[src/ilse_pkg.sv]
`default_nettype none

package ilse_pkg;

    // Number of cells in the chain, one stored end per cell
    localparam int CAPACITY = 64;

    // Field widths
    localparam int VAL_W = 30;
    localparam int LEN_W = 7;

    // Entry counter must be able to hold CAPACITY itself
    localparam int CNT_W = $clog2(CAPACITY + 1);

    // What each cell shows to its right-hand neighbor every cycle.
    // ge_lo / ge_top treat an empty cell as "at or above", which keeps
    // both flags thermometer-coded along the chain.
    typedef struct packed {
        logic             valid;
        logic             ge_lo;
        logic             ge_top;
        logic [VAL_W-1:0] end_value;
    } ilse_link_t;

endpackage

`default_nettype wire

[src/ilse_cell.sv]
`default_nettype none

module ilse_cell
    import ilse_pkg::*;
(
    input  wire logic             clk,
    input  wire logic             rst_n,
    input  wire logic             load,
    input  wire logic             restart,
    input  wire logic [VAL_W-1:0] low_bound,
    input  wire logic [VAL_W-1:0] high_bound,
    input  wire ilse_link_t       left_link,
    output ilse_link_t            right_link,
    output logic                  grow
);

    logic             valid_reg;
    logic             valid_next;
    logic [VAL_W-1:0] value_reg;
    logic [VAL_W-1:0] value_next;
    logic             eff_valid;
    logic             ge_lo;
    logic             ge_top;

    // Local compares; restart empties the cell for this transfer
    always_comb
    begin
        eff_valid = valid_reg && !restart;
        ge_lo     = !eff_valid || (value_reg >= low_bound);
        ge_top    = !eff_valid || ((value_reg >= low_bound) && (value_reg >= high_bound));
    end

    assign right_link = '{valid: eff_valid, ge_lo: ge_lo, ge_top: ge_top,
                           end_value: value_reg};

    // Next end: insert point takes low, bumped range shifts in from the left
    always_comb
    begin
        if (ge_lo && !left_link.ge_lo)
        begin
            value_next = low_bound;
        end
        else if (left_link.ge_lo && !left_link.ge_top)
        begin
            value_next = left_link.end_value + VAL_W'(1);
        end
        else
        begin
            value_next = value_reg;
        end
        valid_next = eff_valid || (left_link.valid && !left_link.ge_top);
        grow       = !eff_valid && left_link.valid && !left_link.ge_top;
    end

    // Occupancy
    always_ff @(posedge clk or negedge rst_n)
    begin
        if (!rst_n)
        begin
            valid_reg <= 1'b0;
        end
        else if (load)
        begin
            valid_reg <= valid_next;
        end
    end

    // Stored end
    always_ff @(posedge clk)
    begin
        if (load)
        begin
            value_reg <= value_next;
        end
    end

endmodule

`default_nettype wire
[config.mk]
export PLATFORM = sky130hd
export DESIGN_NAME = ilse_cell
export DESIGN_NICKNAME = d
export VERILOG_FILES = /design/src/ilse_pkg.sv /design/src/ilse_cell.sv
export SDC_FILE = /design/constraint.sdc
export NUM_CORES = 1
export LEC_CHECK = 0
export BUFFER_PORTS_ARGS = -buffer_cell sky130_fd_sc_hd__buf_4
export CORE_MARGIN = 4
export CORE_UTILIZATION = 50
export DETAILED_ROUTE_END_ITERATION = 10
export PLACE_DENSITY = 0.79
export REMOVE_ABC_BUFFERS = 1
export SKIP_LAST_GASP = 1
export SYNTH_ARGS = -nofsm -noshare
export SYNTH_HDL_FRONTEND = slang
export SYNTH_SLANG_ARGS = --single-unit
[constraint.sdc]
create_clock -name clk -period 3.25 [get_ports clk]
set_input_delay 0.1625 -clock clk [delete_from_list [all_inputs] [get_ports clk]]
set_output_delay 0.1625 -clock clk [all_outputs]
set_load 0.02 [all_outputs]
After elaboration in Yosys (flattened, before gate mapping)
Cells that the tools add are included.
{ "word_totals": {"inputBits": 97, "reg_bits": 31, "out_inout_bits": 34, "elab_cells": 23} }
{ "op_classes": {"n_reduce_logical": 16, "order_cmp": 2, "addsub": 1, "mux": 2} }
{ "op_table": {"columns": ["op", "n"], "rows": [
  ["30-bit greater-or-equal comparator", 2],
  ["30-bit 2-to-1 mux", 2],
  ["30-bit by 1-bit adder with 30-bit output, second input constant", 1],
  ["1-bit logical AND", 7],
  ["1-bit zero test", 4],
  ["1-bit logical OR", 3],
  ["2-bit AND reduction", 1],
  ["2-bit nonzero test", 1]
]} }

Longest topological paths before layout
{ "logic_depth": {"depth_word": 7, "mapped_depth": 9} }

Least setup slack after synthesis
OpenSTA, ideal clock, no wires.
{ "synth_path": {"kind": "register -> register", "from": "reg value_reg[28]", "to": "reg value_reg[0] (enable)", "t_arrival_ns": 2.429, "path_buffers": 0, "path_stages_with_launch": 7, "synth_period_minus_slack_ns": 2.819, "setup_slack_ns": 0.431, "cell_sequence": "edfxtp_1 > ha_1 > nand4_1 > nor4_2 > a2111oi_0 > nand3_1 > o311a_1"} }
{ "synth_via": {"elab_chain_cells": 5} }
{ "synth_rtl": {"columns": ["element", "line", "text"], "rows": [
  ["start: declaration", "ilse_cell.sv:19", "logic [VAL_W-1:0] value_reg;"],
  ["start signal: assignment", "ilse_cell.sv:73", "value_reg <= value_next;"],
  ["30-bit greater-or-equal comparator", "ilse_cell.sv:29", "ge_lo = !eff_valid || (value_reg >= low_bound);"],
  ["1-bit logical OR", "ilse_cell.sv:29", null],
  ["1-bit logical AND", "ilse_cell.sv:39", "if (ge_lo && !left_link.ge_lo)"],
  ["2-bit nonzero test (no source line)", null, null],
  ["2-bit AND reduction (no source line)", null, null]
]} }
No other way between the ends.
A chain may end at the register's enable or synchronous reset.

Worst setup path after layout
{ "layout_path": {"from": "reg value_reg[25]", "to": "reg value_reg[17], data pin"} }
{ "layout_via": {"elab_chain_cells": 4} }
{ "layout_rtl": {"columns": ["element", "line", "text"], "rows": [
  ["30-bit greater-or-equal comparator", "ilse_cell.sv:29", null],
  ["1-bit logical OR", "ilse_cell.sv:29", null],
  ["1-bit logical AND", "ilse_cell.sv:39", null],
  ["30-bit 2-to-1 mux", "ilse_cell.sv:39", null],
  ["named net value_next[17]", "ilse_cell.sv:20", "logic [VAL_W-1:0] value_next;"]
]} }
The timed path passes the listed nets, and every way through them passes these cells.

==> metrics.md <==
| Metric | Value |
|---|---|
| First-pass GRT wire length | 15100 um |
| Share of layout cells above drive strength 1 | 0.308 |
| Final hold slack | between 100 and 150 ps |
| Fraction of registers with async set/reset | 0.0323 |
| CP endpoint kind | flop |
| Most frequent cells in the layout | buf_4, inv_1, ha_1 |
| Flops & latches, synth | 31 |
| YS warnings | 0 |
| Nets | 660 |
| Initial Util | 0.526 |
| Port Buf Inserts | between 100 and 150 |
| CP cell instances | ha_1 -> nand4_1 -> nor4_2 -> a2111oi_0 -> nand3_1 -> o21bai_4 -> buf_4 -> mux2_4 |
| Pre-CTS setup slack | between 400 and 500 ps |
| Core Box Area | ~0.0065 mm^2 |
| Worst-path clk slew | 60 ps |
| Xor-xnor portion of the synthesized cell area | 0.0718 |
| Path depth of the worst reg2reg path | 8 |
| Final hold vios | 0 |
| Post-Synth Simple-Gate Area | 0.141 |
| FILL cells | between 500 and 600 |
| Max Cap Viol | 0 |
| Critical Path End | value_reg[17] |
| Finished Layout Cells | 580 |
| Die height | 90.7 um |
| Drt drc | 0 |
| Slowest-stage cell, CP | edfxtp_1 |
| Gr busiest metal | met2 |
| P_int | between 0.8 and 0.9 mW |
| Largest family of logic cells by synthesized area | adder cells |
| Number of inserted diodes | 0 |
| Register-to-register setup slack | 350 ps |
| M2 GR Usage | 0.411 |
| Critical path type | reg2reg |
| Final wirelength | approximately 9400 um |
| Switching Fraction | 0.324 |
| Worst Hold Class | in2reg |
| Met1 Track Usage GR | 0.260 |
| Req. time, crit path | 3280 ps |
| Worst-skew pair later-pin latency | about 280 ps |
| Routed vias/inst | approximately 5.4 |
| Fin crit share | 0.894 |
| Largest net degree at the start of global routing | 19 |
| Max H-tree Level | 2 |
| Post-synthesis adder-cell area fraction | 0.223 |
| Global placer's final weighted congestion | roughly 0.85 |
| Clk pwr share | 0.226 |
| Worst r2r src | value_reg[25] |
| Placed cells | 571 |
| Total GRT Usage | 0.229 |
| Mapped Avg Cell Area | 9.28 um^2 |
| Static Leak | approximately 2.4 nW |
| Min cycle time layout | between 2000 and 3000 ps |
| Combinational Power Share | 0.386 |
| Arr. time, crit path | around 3000 ps |
| Final setup violation count | 0 |
| Largest stage delay, worst path | approximately 440 ps |
| Vias in the first global route | between 3000 and 4000 |
| Initial antenna violation count | 0 |
| Synth Cell Area | 0.00342 mm^2 |
| Max reg flops | 30 |
| Area after DPL | approximately 0.0045 mm^2 |
| Clk buf depth | 2 |
| Die width | 90.7 um |
| Global routing usage on met3 | 0.0558 |
| TritonCTS buffer count | 5 |
| Setup_tns | 0 ps |
| Rows | 29 |
| Worst Slack Setup Final | between 300 and 400 ps |
| Pins Over Slew Limit | 0 |
| WL/cell | between 15 and 20 um |
| Via Count | ~3100 |
| First-pass iteration count of the detailed router | 4 |
| Outcome | finished, final reports clean |
| # IOs | 131 |
| Post-cts resize count | 0 |
| Seq pwr share | 0.387 |
| CTS sink count | 31 |
| Detailed placement HPWL | just over 8000 um |
| Sw power | between 0.4 and 0.5 mW |
| Pwr dens | a little under 300 mW/mm^2 |
| Routed Antenna Nets | 0 |
| Startpoint Class | flop |
| Fin util | 0.700 |
| Slew HR | 0.573 |
| RSZ-0062 raised after global routing | no |
| Compound-Gate Fraction of Synth Area | 0.0971 |
| Register area share after synthesis | 0.271 |
| Commonest non-fill, non-tap cell in the layout | buf_4 |
| Max Clock Skew | roughly 5 ps |
| Top_reg_cell synth | edfxtp_1 |
| Post-synth EDFFs | 30 |
| Post-route cell area | approximately 0.0045 mm^2 |
| Highest Clock Rate | about 340 MHz |
| Mux share of post-synthesis cell area | 0.103 |
| Tot Pwr | 1.31 mW |
| FF-to-FF End | value_reg[17] |
| Clock root buffer | clkbuf_8 |
| Cells after Synth | about 370 |
| Max IR drop VDD | between 100 and 150 uV |
| Netlist cell types | between 40 and 50 |
| Initial drt markers | about 150 |
| DIE AREA | roughly 0.0082 mm^2 |
| Syn-to-layout area delta | 33.1% |
| CTS tree | done |
| Gr ovfl total | 0 |
| Worst-margin pin slew | approximately 630 ps |
| Crit path launch | value_reg[25] |
| Crit Path Max Fanout | 7 |
[cells in the mapped netlist (2+ instances only)]
cell type   n  share of area
a211oi_1    3         0.0066
a21o_1      6          0.013
a21oi_1    22          0.032
and3_1      6          0.011
and4_1      2         0.0051
buf_4       3         0.0066
buf_6       2         0.0066
edfxtp_1   30           0.26
ha_1       61           0.22
inv_1      65          0.071
mux2_4     10          0.044
mux2i_1    20          0.059
nand2_1    25          0.027
nand2b_1    3         0.0055
nand3_1    15          0.022
nand4_1    15          0.027
nor2_1     18          0.020
nor2b_1     4         0.0073
o21ai_0     7          0.010
o31ai_1     2         0.0044
xnor2_1    17          0.044
xor2_1     11          0.028
[worst min-delay path by stage]
stage	slack (ps)	endpoint	startpoint	cells past startpoint
after CTS	140	valid_reg	left_link[32]	2
after global routing	150	valid_reg	left_link[32]	2
final	140	valid_reg	left_link[32]	2
after detailed placement	-60	valid_reg	rst_n	1
after floorplan	-130	valid_reg	rst_n	0
after global placement	-60	valid_reg	rst_n	1
[layer usage]
metal  share of wire  up-vias
met5               0        -
li1                -     1558
met1            0.40     1432
met2            0.50      108
met3           0.079       19
met4           0.026        0
[critical path, delay by kind of cell, from the launching register on]
kind | cells | cell delay (ps)
AO/OA/AOI/OAI | 2 | 780
buffers and inverters | 1 | 250
flip-flops | 1 | 440
AND/OR/NAND/NOR | 3 | 530
multiplexers | 1 | 310
adder cells (fa/ha/maj) | 1 | 350
[power groups by stage]
stage,Sequential [mW],Clock [mW],Combinational (mW)
after CTS,0.507,0.298,0.508
final,0.508,0.297,0.507
after global placement,0.514,0,0.484
after detailed placement,0.516,0,0.503
after floorplan,0.545,0,0.239
after global routing,0.511,0.320,0.560
[cell type report]
type | count | area, um^2 | area share
Sequential cell | 31 | 926 | 0.204
Inverter | 65 | 244 | 0.0537
Clock buffer | 7 | 76.3 | 0.0168
Tap cell | 77 | 96.3 | 0.0212
Timing Repair Buffer | 135 | 1030 | 0.226
Clock inverter | 1 | 5.00 | 0.00110
Multi-Input combinational cell | 264 | 2170 | 0.477
[cell families (layout without fill, tap and decap cells)]
family | count (synthesis) | after routing
muxes | 30 | 30
xor gates and xnor gates | 28 | 28
buffers and inverters | 73 | 208
and+or+nand+nor | 94 | 94
adders and majority gates | 61 | 61
DFF | 31 | 31
AOI/OAI and AO/OA | 51 | 51
[timing repair]
| item | CTS | global route |
|---|---|---|
| hold buffers | 1 | 0 |
| hold endpoints to repair | 1 | 0 |
| setup buffers | 0 | 0 |
Power figures use the tool's default switching activity.
